### config.mk
export PLATFORM = sky130hd
export DESIGN_NAME = lscc_front_flat
export DESIGN_NICKNAME = d
export VERILOG_FILES = /design/src/rtl/core/lscc_pkg.sv /design/src/rtl/core/lscc_if.sv /design/src/rtl/core/lscc_front.sv /design/src/flat_wrapper.sv
export SDC_FILE = /design/constraint.sdc
export NUM_CORES = 1
export LEC_CHECK = 0
export BUFFER_PORTS_ARGS = -buffer_cell sky130_fd_sc_hd__buf_2
export CORE_MARGIN = 1
export CORE_UTILIZATION = 45
export DETAILED_ROUTE_END_ITERATION = 10
export GPL_ROUTABILITY_DRIVEN = 1
export MAX_ROUTING_LAYER = met4
export PLACE_DENSITY = 0.67
export SLEW_MARGIN = 10
export SYNTH_ARGS = -nofsm -noshare
export SYNTH_HDL_FRONTEND = slang
export SYNTH_SLANG_ARGS = --single-unit
### constraint.sdc
create_clock -name i_clk -period 2.3 [get_ports i_clk]
set_input_delay 0.115 -clock i_clk [delete_from_list [all_inputs] [get_ports i_clk]]
set_output_delay 0.115 -clock i_clk [all_outputs]
set_load 0.02 [all_outputs]
### src/rtl/core/lscc_pkg.sv
// shared constants, types and register codes for the linear stretch color composite
// no dependencies
package lscc_pkg;

    localparam int TABLE_DEPTH = 256;
    localparam int ADDR_W      = $clog2(TABLE_DEPTH);
    localparam int BAND_W      = 8;
    localparam int LEVEL_W     = 8;
    localparam int CODE_W      = 24;
    localparam int CFG_IDX_W   = 3;
    localparam int CFG_DATA_W  = 8;
    localparam int NUM_REGS    = 7;
    localparam int QUEUE_DEPTH = 4;
    localparam int QPTR_W      = $clog2(QUEUE_DEPTH);
    localparam int NUM_W       = 17;
    localparam int PROD_W      = 25;

    // register indexes
    localparam logic [CFG_IDX_W-1:0] REG_RED_LOW    = 3'd0;
    localparam logic [CFG_IDX_W-1:0] REG_RED_HIGH   = 3'd1;
    localparam logic [CFG_IDX_W-1:0] REG_GREEN_LOW  = 3'd2;
    localparam logic [CFG_IDX_W-1:0] REG_GREEN_HIGH = 3'd3;
    localparam logic [CFG_IDX_W-1:0] REG_BLUE_LOW   = 3'd4;
    localparam logic [CFG_IDX_W-1:0] REG_BLUE_HIGH  = 3'd5;
    localparam logic [CFG_IDX_W-1:0] REG_FULL_MODE  = 3'd6;

    // register reset values
    localparam logic [BAND_W-1:0] RESET_LOW       = 8'd0;
    localparam logic [BAND_W-1:0] RESET_HIGH      = 8'd255;
    localparam logic              RESET_FULL_MODE = 1'b1;

    // level counts and top levels
    localparam logic [LEVEL_W-1:0] FULL_TOP    = 8'd255;
    localparam logic [LEVEL_W-1:0] PAL_TOP     = 8'd5;
    localparam logic [NUM_W-1:0]   FULL_LEVELS = 17'd256;
    localparam logic [NUM_W-1:0]   PAL_LEVELS  = 17'd6;

    // boundary quotient: full mode divides by 512, palette mode by 12
    localparam int           FULL_SHIFT = 9;
    localparam int           PAL_SHIFT  = 16;
    localparam int           PAL_NUM_W  = 12;
    localparam logic [12:0]  PAL_RECIP  = 13'd5462;

    typedef struct packed {
        logic [BAND_W-1:0] first_band;
        logic [BAND_W-1:0] second_band;
        logic [BAND_W-1:0] third_band;
    } t_pixel;

    typedef struct packed {
        logic [BAND_W-1:0] lo;
        logic [BAND_W-1:0] hi;
    } t_stretch;

    typedef struct packed {
        t_stretch red;
        t_stretch green;
        t_stretch blue;
        logic     full_mode;
    } t_cfg;

    typedef struct packed {
        logic               en;
        logic [ADDR_W-1:0]  addr;
        logic [LEVEL_W-1:0] data;
    } t_tbl_wr;

endpackage

### src/rtl/core/lscc_if.sv
// handshake channel interfaces: pixel in, color code out, register writes
// depends on lscc_pkg
interface lscc_pixel_if;
    import lscc_pkg::*;
    logic              valid;
    logic              ready;
    logic [BAND_W-1:0] first_band;
    logic [BAND_W-1:0] second_band;
    logic [BAND_W-1:0] third_band;
    modport source (output valid, output first_band, output second_band, output third_band,
                    input ready);
    modport sink   (input valid, input first_band, input second_band, input third_band,
                    output ready);
endinterface


### src/rtl/core/lscc_front.sv
// front end: accepts pixel items into a short queue ahead of the lookup stage
// depends on lscc_pkg and lscc_if
module lscc_front (
    input  logic               i_clk,
    input  logic               i_rst_n,
    lscc_pixel_if.sink         i_pixel,
    input  logic               i_pop,
    output logic               o_nonempty,
    output lscc_pkg::t_pixel   o_head
);
    import lscc_pkg::*;

    t_pixel            r_mem [QUEUE_DEPTH];
    logic [QPTR_W-1:0] r_wr_ptr;
    logic [QPTR_W-1:0] r_rd_ptr;
    logic [QPTR_W:0]   r_count;
    logic [QPTR_W:0]   n_count;
    logic              push;
    logic              pop;

    assign i_pixel.ready = (r_count != (QPTR_W + 1)'(QUEUE_DEPTH));
    assign push          = i_pixel.valid && i_pixel.ready;
    assign pop           = i_pop && o_nonempty;
    assign o_nonempty    = (r_count != '0);
    assign o_head        = r_mem[r_rd_ptr];

    always_comb begin
        n_count = r_count;
        if (push && !pop) begin
            n_count = r_count + 1'b1;
        end else if (pop && !push) begin
            n_count = r_count - 1'b1;
        end
    end

    always_ff @(posedge i_clk) begin
        if (push) begin
            r_mem[r_wr_ptr] <= '{first_band:  i_pixel.first_band,
                                 second_band: i_pixel.second_band,
                                 third_band:  i_pixel.third_band};
        end
    end

    always_ff @(posedge i_clk) begin
        if (!i_rst_n) begin
            r_wr_ptr <= '0;
            r_rd_ptr <= '0;
            r_count  <= '0;
        end else begin
            if (push) begin
                r_wr_ptr <= r_wr_ptr + 1'b1;
            end
            if (pop) begin
                r_rd_ptr <= r_rd_ptr + 1'b1;
            end
            r_count <= n_count;
        end
    end
endmodule

### src/flat_wrapper.sv
// flat-port wrapper written by rule: the top's interface ports become plain ports
module lscc_front_flat import lscc_pkg::*;
  (i_clk, i_rst_n, i_pop, o_nonempty, o_head, i_pixel_valid, i_pixel_first_band, i_pixel_second_band, i_pixel_third_band, i_pixel_ready);
  lscc_pixel_if i_pixel_i ();
  input  logic i_clk;
  input  logic i_rst_n;
  input  logic i_pop;
  output logic o_nonempty;
  output lscc_pkg::t_pixel o_head;
  input wire logic [$bits(i_pixel_i.valid)-1:0] i_pixel_valid;
  input wire logic [$bits(i_pixel_i.first_band)-1:0] i_pixel_first_band;
  input wire logic [$bits(i_pixel_i.second_band)-1:0] i_pixel_second_band;
  input wire logic [$bits(i_pixel_i.third_band)-1:0] i_pixel_third_band;
  output wire logic [$bits(i_pixel_i.ready)-1:0] i_pixel_ready;
  assign i_pixel_i.valid = i_pixel_valid;
  assign i_pixel_i.first_band = i_pixel_first_band;
  assign i_pixel_i.second_band = i_pixel_second_band;
  assign i_pixel_i.third_band = i_pixel_third_band;
  assign i_pixel_ready = i_pixel_i.ready;
  lscc_front u_core (.i_clk(i_clk), .i_rst_n(i_rst_n), .i_pixel(i_pixel_i), .i_pop(i_pop), .o_nonempty(o_nonempty), .o_head(o_head));
endmodule
* Word-level counts from Yosys, hierarchy flattened
Memory sizes are Yosys's and may differ from the RTL's. A register that Yosys moved wholly into a read port is not among the register bits. Index checks and enable logic that the tools add are counted.
Word-level totals: flip-flop bits (word level) 7, bits in latches 0, bits in writable memories 96, bits in read-only memories 0, bits of input ports 28, output and inout bits 26, memories 1
Cells by class: add/sub/neg operators 4, $mul 0, divide/modulo/power cells 0, $lt $le $gt $ge 0, equal/unequal tests 1, shift-type cells 0, multiplexer cells 6, bitwise logic cells 0, reductions and logical operators 8
Memory list:
- u_core.r_mem | words 4, bits a word 24, rd ports 1, clocked after memory_dff 1, write ports 1, RTL line lscc_front.sv:13 | t_pixel r_mem [QUEUE_DEPTH];
Operators by type and width (count):
- two-way mux 3 bit | 2
- adder 2 x 1 -> 2 bit (second input constant) | 2
- logical AND 1 bit | 4
- two-way mux 2 bit | 2
- adder 3 x 1 -> 3 bit (second input constant) | 1
- != test 3 bit (second input constant) | 1
- nonzero test 3 bit | 1
- subtractor 3 x 1 -> 3 bit (second input constant) | 1
- zero test 1 bit | 2
- two-way mux 1 bit | 2
- nonzero test 2 bit | 1

* Logic depth before layout (Yosys ltp)
Gate-level depths: netlist of run 1.
depth after elaboration 6, gate-level depth with buffers 8, gate-level depth less buffers 8

* Worst setup path before layout of run 1
OpenSTA, ideal clock, no wires.
path type register -> register, from register u_core.r_count[0], to register u_core.r_count[2], library setup time 76 ps, arrival 2022 ps, path slack 203 ps, stages on the path, launching flop included 9, path buffers 0, clock period less this slack 2097 ps, cell sequence dfxtp_1 nor2_1 a21boi_4 ha_1 inv_1 fa_1 xor2_1 or3_1 a21boi_0
On the way: longest elaborated chain between the ends 5, elaborated cells between the ends (all ways) 13, those cells by class add/sub: 2; eq/ne: 1; mux: 2; reduce/logical: 8
RTL lines:
- start: declaration | RTL line lscc_front.sv:16 | logic [QPTR_W:0] r_count;
- start signal: assignment | RTL line lscc_front.sv:56 | r_count <= n_count;
- != test 3 bit * | RTL line lscc_front.sv:21 | assign i_pixel.ready = (r_count != (QPTR_W + 1)'(QUEUE_DEPTH));
- logical AND 1 bit * | RTL line lscc_front.sv:22 | assign push = i_pixel.valid && i_pixel.ready;
- named net u_core.push | RTL line lscc_front.sv:18 | logic push;
- zero test 1 bit | RTL line lscc_front.sv:31 | end else if (pop && !push) begin
- logical AND 1 bit | RTL line lscc_front.sv:31
- nonzero test 2 bit (no line)
The timed path passes the listed nets; every way through them passes the cells marked *. The select of a mux whose other input is x is not followed. A chain may end at the register's enable or synchronous reset.

* Final worst setup path of run 1
from register u_core.r_count[2], to register u_core.r_count[2]
On the way: longest elaborated chain between the ends 5, elaborated cells between the ends (all ways) 13, those cells by class add/sub: 2; eq/ne: 1; mux: 2; reduce/logical: 8
RTL lines:
- parallel branches: the longest is 5 deep, another holds subtractor 3 x 1 -> 3 bit
Several ways; the timed one is not identified. The select of a mux whose other input is x is not followed.

==> run metrics, run 1 <==
antenna-violating nets left=0; count of unresolved DRC violations after routing=0; post-synthesis instance total=174; Clock Sink Count=105; number of top-level design ports=54; Ant. Diodes=0; mean area per synthesized cell=23.0 um2; cell row count=34; endpoint class of the critical path=flop; placer congestion estimate=about 0.66; endpoints failing hold=0; CP arrival=2.38 ns; Max Clock Freq=about 0.48 GHz; clock insertion delay at the later pin of the skew report=0.36 ns; placed instance count=between 300 and 400; critical path launch point=u_core.r_count[2]; power share of the combinational group=approximately 29%; Worst R2R Setup Slack=0.20 ns; count of flip-flops with a built-in enable after synthesis=96; number of pins exceeding their max-slew limit in the final report=0; Peak supply drop=0.587 mV; Die Area=9260 um2; final design area excluding fillers=4880 um2; initial antenna violation count=0; power share of the sequential group=between 40% and 50%; nets in the synthesized netlist=208; part of the Yosys area used for sequential elements=76.7%; global route total overflow=0; detailed-route vias per instance=5.01; pwr/cell area=roughly 1000 nW/um2; chip width=roughly 96 um; maximum fanout encountered on the critical timing path=7; power consumption=0.00503 W; area share of the largest cell type after synthesis=72.2%; number of global-route vias before repair=1966; final routed wire length divided by cell count=16.6 um; leakage dissipation=1.68 nW; Starting Density=46.2%; number of max-capacitance violations reported=0; predominant post-synthesis flop cell=edfxtp_1; required time of the critical path=~2.6 ns; Clock Root Buffer=clkbuf_8; leading area contributor after synthesis=edfxtp_1; top cells by area, synth=edfxtp_1 72%, mux4_2 14%, dfxtp_1 4.5%, ha_1 1.6%, and2_1 1.3%; DR vias=between 1500 and 2000; count of warnings emitted by yosys=0; final critical-path share of the clock period=91.3%; number of unique standard cell types used by synthesis=25; Internal Dissipation=0.00353 W; placed cell areas=4440 um2; number of design-rule violations left by the first detailed-router iteration=56; net switching power figure=approximately 0.0015 W; maximum clock insertion buffer count=2; final critical-path required period=between 2 and 2.5 ns; count of placed standard cells in the final layout, fillers left out=376; TritonCTS clock tree=done; final setup violating endpoints=0; register bit total from synthesis=105; outcome=completed; share of final-layout standard cells stronger than drive strength 1=40.3%; largest net degree at the start of global routing=25; post-layout util=56.5%; clock input transition at the sequential cells of the worst setup and hold paths=roughly 0.09 ns; Sw Share=29.8%; origin of the critical flop-to-flop path=u_core.r_count[2]; NumNets Final=around 300; final HPWL from detailed placement=3760 um; first-pass GRT wire length=between 9000 and 10000 um; number of clock buffers inserted by TritonCTS=9; Mapped Area=3990 um2; Hold WC Path Type=in2reg; post-route clock skew=0.00981 ns; area delta synth->final=22.1%; height of the die=96.2 um; critical hold path startpoint=i_rst_n; RSZ-0062 raised after global routing=false; total wire length=6230 um; depth of the CTS H-tree=3; quantity of I/O buffers inserted on ports=53; Total GRT Usage=15.6%; worst rel slew slack=76.4%; startpoint types=flop; critical path type=reg2reg; slew at the pin closest to its max-slew limit=0.355 ns; Clk pwr share=between 20% and 30%; total iterations of the first detailed-routing run=4; core box area=8640 um2; total negative slack for setup checks=0 ns; Post-synth ARST share=0%
## cells in the mapped netlist (all sizes together) (2+ instances only)
| cell | count |
|---|---|
| a21boi | 2 |
| nand2 | 5 |
| edfxtp | 96 |
| mux4 | 24 |
| dfxtp | 9 |
| inv | 3 |
| and2 | 8 |
| mux2i | 3 |
| buf | 5 |
| clkbuf | 2 |
| or3 | 2 |
| ha | 5 |
| xnor2 | 3 |
## sequential cells by signal, summed over array words and instances (netlist names), named ones only
| name | flops |
|---|---|
| u_core.r_rd_ptr | 2 |
| u_core.r_count | 3 |
| u_core.r_mem | 96 |
| u_core.r_wr_ptr | 2 |
## placed cells by master (no fill, tap or decap), types with 2 or more instances in the layout
| cell type | n |
|---|---|
| xnor2_1 | 3 |
| edfxtp_1 | 96 |
| buf_12 | 4 |
| dfxtp_1 | 6 |
| mux4_2 | 24 |
| dfxtp_2 | 3 |
| ha_1 | 5 |
| clkinvlp_4 | 2 |
| buf_4 | 4 |
| buf_2 | 53 |
| inv_6 | 3 |
| nand2_1 | 5 |
| mux2i_1 | 3 |
| inv_1 | 3 |
| clkbuf_8 | 9 |
| dlygate4sd3_1 | 24 |
| and2_1 | 8 |
## cell families after synthesis
logic type | Yosys count | share of synthesized area, %
fa+ha+maj | 6 | 2.07
flops | 105 | 76.7
xor+xnor | 4 | 0.877
mux | 27 | 14.3
compound gates | 5 | 1.72
buf+inv | 10 | 2.04
simple gates | 17 | 2.32
## worst max-delay path: stages, from the launching register on
cell and delay [ns]:
dfxtp_1 0.41, o31ai_4 0.30, ha_1 0.23, inv_1 0.07
fa_1 0.38, xor2_1 0.16, or3_1 0.30, a21boi_0 0.18
## what timing repair did
item                                   CTS  global route
endpoints found under the hold margin   96             0
hold buffers                            24             0
setup endpoints to repair                0             1
buffers inserted                         0             0
resized for setup                        0             2
## layer usage
layer,vias up,track usage [%],routed length [um]
li1,879,-,-
met1,949,18.8,2800
met2,44,24.8,3060
met3,10,3.79,263
met4,0,7.46,110
met5,-,-,0
## path summary, 6_finish.rpt
check,to,cells past startpoint
hold / removal,u_core.r_wr_ptr[0],3
setup / recovery,u_core.r_count[2],7
hold reg to reg,u_core.r_wr_ptr[0],2
setup reg to reg,u_core.r_count[2],7
## power groups by stage
stage / clock [W] / sequential, W / combinational (W)
3_5_place_dp: 0 / 0.00246 / 0.00148
4_1_cts: 0.00117 / 0.00242 / 0.00152
6_report: 0.00113 / 0.00242 / 0.00148
5_1_grt: 0.00124 / 0.00245 / 0.00161
3_3_place_gp: 0 / 0.00246 / 0.00147
2_1_floorplan: 0 / 0.00244 / 0.00111
## stage by stage
| step | setup slack (ns) | hold slack [ns] |
|---|---|---|
| floorplan | 0.203 | 0.214 |
| global placement | 0.219 | 0.330 |
| detailed placement | 0.0910 | 0.335 |
| CTS | 0.0620 | 0.0666 |
| global route | 0.0886 | 0.0710 |
| finish | 0.201 | 0.0778 |
## layout make-up
class,count,area (um2)
timing repair buffer,85,616
fill,665,3760
multi-input combinational,59,850
sequential,105,3070
clock buffer,9,124
inverter,3,11.3
clock inverter,7,76.3
tap,108,135
Power figures use the tool's default switching activity.
==> run 2, diff against run 1 <==
--- a/config.mk
+++ b/config.mk
@@ -5,13 +5,16 @@
 export SDC_FILE = /design/constraint.sdc
 export NUM_CORES = 1
 export LEC_CHECK = 0
+export ABC_AREA = 1
 export BUFFER_PORTS_ARGS = -buffer_cell sky130_fd_sc_hd__buf_2
 export CORE_MARGIN = 1
 export CORE_UTILIZATION = 45
 export DETAILED_ROUTE_END_ITERATION = 10
 export GPL_ROUTABILITY_DRIVEN = 1
+export HOLD_SLACK_MARGIN = 0.1
 export MAX_ROUTING_LAYER = met4
 export PLACE_DENSITY = 0.67
+export RECOVER_POWER = 50
 export SLEW_MARGIN = 10
 export SYNTH_ARGS = -nofsm -noshare
 export SYNTH_HDL_FRONTEND = slang
==> run 2 against run 1 <==
Clock power fell by 4%. Maximum frequency increased by 9.4%. First-iteration DRC count rose by 120%. Final cell count rose by 34%. Clock skew rose by 0.00081 ns. Core utilization grew 0.29 points. Sequential power is essentially flat. Die area increased by 5.5%. Combinational power increased by 11%. Critical path type unchanged.
==> run metrics, run 2 <==
outcome=completed; Post-CTS Setup Inserts=0; part of the Yosys area used for sequential elements=72.6%; post-route worst setup slack=0.381 ns; height of the die=around 100 um; Peak supply drop=0.630 mV; Sw Share=35.7%; maximum clock insertion buffer count=2; crit path cell chain=nor2_1, nand2_1, nand2_2, inv_2, ha_1, inv_1, fa_1, o21ai_0, nor2_1; FF-to-FF path depth=9; final critical-path share of the clock period=83.5%; WP depth=9; final critical-path required period=1.92 ns; Mapped Area=roughly 4200 um2; share of final-layout standard cells stronger than drive strength 1=25.6%; power share of the sequential group=46.9%; Starting Density=47.5%; number of clock buffers inserted by TritonCTS=9; number of top-level design ports=54; top cells by instance count after synthesis=96 x edfxtp_1, 45 x o21ai_0, 41 x nor2_1, 21 x nor2_2, 20 x o22ai_2; Clk pwr share=21.1%; slowest stage cell on the critical path=fa_1; pwr/cell area=1020 nW/um2; flip-flop count of the largest register after layout=96; most common cell type on the critical path=nor2_1; number of global-route vias before repair=2616; post-layout util=56.8%; top cells by area, synth=edfxtp_1 68%, o22ai_2 5.9%, o21ai_0 5.3%, dfxtp_1 4.3%, nor2_1 3.6%; register bit total from synthesis=between 100 and 150; net switching power figure=between 0.0015 and 0.002 W; number of max-capacitance violations reported=0; Worst R2R Setup Slack=between 0.3 and 0.4 ns; required time of the critical path=2.55 ns; antenna-violating nets left=0; core box area=8890 um2; number of unique standard cell types used by synthesis=22; total iterations of the first detailed-routing run=4; leading area contributor after synthesis=edfxtp_1; Max Clock Freq=0.521 GHz; Clock Sink Count=105; critical path launch point=u_core.r_count[0]; RSZ-0062 raised after global routing=false; pre-CTS worst setup slack=0.441 ns; total wire length=7770 um; final design area excluding fillers=5050 um2; placer congestion estimate=0.724; origin of the critical flop-to-flop path=u_core.r_count[0]; DR vias=~2600; Die Area=just under 10000 um2; post-route clock skew=between 0.01 and 0.015 ns; Post-synth ARST share=0%; end point of the critical path=u_core.r_count[1]; count of warnings emitted by yosys=0; predominant post-synthesis flop cell=edfxtp_1; quantity of I/O buffers inserted on ports=53; TritonCTS clock tree=done; endpoints failing hold=0; area delta synth->final=19.7%; count of flip-flops with a built-in enable after synthesis=96; final routed wire length divided by cell count=15.5 um; initial antenna violation count=0; NumNets Final=423; maximum fanout encountered on the critical timing path=5; Clock Root Buffer=clkbuf_8; Hold WC Path Type=reg2reg; nets in the synthesized netlist=~330; slew at the pin closest to its max-slew limit=about 0.54 ns; Top reg by flops=u_core.r_mem; post-synthesis instance total=300; final setup violating endpoints=0; total of hold buffers inserted after clock tree synthesis=27; global route total overflow=0; total negative slack for setup checks=0 ns; worst rel slew slack=63.7%; first-pass GRT wire length=13000 um; highest-count cells in the layout ignoring fill and taps=96 x edfxtp_1, 45 x o21ai_0, 39 x nor2_1; largest net degree at the start of global routing=49; number of design-rule violations left by the first detailed-router iteration=around 120; largest registers=u_core.r_mem x96, u_core.r_count x3; critical path type=reg2reg; mean area per synthesized cell=14.1 um2; placed cell areas=4640 um2; count of unresolved DRC violations after routing=0; Internal Dissipation=0.00329 W; final HPWL from detailed placement=a little under 5000 um; chip width=roughly 100 um; number of buffers and inverters on the critical path=2; CP max stage delay=0.42 ns; most common cell after layout, fill and taps aside=edfxtp_1; Ant. Diodes=0; leakage dissipation=roughly 1.8 nW; gate family responsible for the most delay along the worst path=adder cells; cell row count=34; clock insertion delay at the later pin of the skew report=0.36 ns; number of instances resized during post-cts repair=0; clock input transition at the sequential cells of the worst setup and hold paths=0.10 ns; number of pins exceeding their max-slew limit in the final report=0; detailed-route vias per instance=5.08; area share of the largest cell type after synthesis=68.3%; critical register-to-register path endpoint=u_core.r_count[1]; most used standard cell by instance count after synthesis=edfxtp_1; Total GRT Usage=18.0%; endpoint class of the critical path=flop; power share of the combinational group=32.0%; CP arrival=2.17 ns; startpoint types=flop; depth of the CTS H-tree=3
## run 2: cell types whose count changed in the layout (fill, tap and decap cells not counted), moves of 8 or more
cell,previous run,this run
and2_1,8,0
buf_2,53,28
clkbuf_1,0,27
inv_1,3,13
mux4_2,24,0
nand2_1,5,14
nor2_1,1,39
nor2_2,0,23
o21ai_0,1,45
o22ai_2,0,20
## run 2: area by class of cell
cell class	instances	area [um2]
Inverter	16	60.1
Tap cell	108	135
Fill cell	745	3840
Timing Repair Buffer	92	599
Clock inverter	7	62.6
Sequential cell	105	3060
Multi-Input combinational cell	165	1000
Clock buffer	9	124
## run 2: how the worst min path moves through the flow
| stage | start | to | cells past startpoint |
|---|---|---|---|
| finish | u_core.r_rd_ptr[0] | u_core.r_rd_ptr[0] | 2 |
| global route | u_core.r_rd_ptr[1] | u_core.r_rd_ptr[1] | 2 |
| CTS | i_pixel_third_band[4] | u_core.r_mem[3][4] | 2 |
| detailed placement | i_pixel_third_band[4] | u_core.r_mem[3][4] | 1 |
| global placement | i_pixel_second_band[6] | u_core.r_mem[3][14] | 1 |
| floorplan | i_pixel_third_band[0] | u_core.r_mem[0][0] | 0 |
## run 2: logic make-up (layout without fill, tap and decap cells)
group / after synthesis / after routing / synth area share [%]
xor+xnor: 1 / 1 / 0.208
buf+inv: 30 / 124 / 3.56
fa+ha+maj: 6 / 6 / 1.96
compound gates: 76 / 76 / 12.7
simple gates: 82 / 82 / 8.99
flops: 105 / 105 / 72.6
## run 2: per-layer routing
layer	vias up	track usage (%)	part of all wire [%]
li1	1263	-	-
met1	1223	22.8	47
met2	53	29.1	49
met3	11	3.62	3.1
met4	0	6.08	1.5
met5	-	-	0
## run 2: power groups by stage
stage	combinational (W)	sequential, W	clock (W)
floorplan	0.00117	0.00243	0
global placement	0.00162	0.00244	0
detailed placement	0.00165	0.00245	0
CTS	0.00169	0.00241	0.00110
global route	0.00181	0.00243	0.00118
finish	0.00164	0.00240	0.00108
## run 2: stage by stage
stage,hold slack (ns),power [W],cells
floorplan,0.214,0.00361,300
global route,0.550,0.00542,502
detailed placement,0.334,0.00410,459
global placement,0.331,0.00406,459
CTS,0.487,0.00520,502
finish,0.516,0.00513,502
## run 2: worst register-to-register path, stage by stage, from the launching register on
cell and delay, ns:
dfxtp_1 0.36, nor2_1 0.16, nand2_1 0.14, nand2_2 0.16, inv_2 0.06, ha_1 0.19, inv_1 0.10, fa_1 0.42
o21ai_0 0.18, nor2_1 0.05
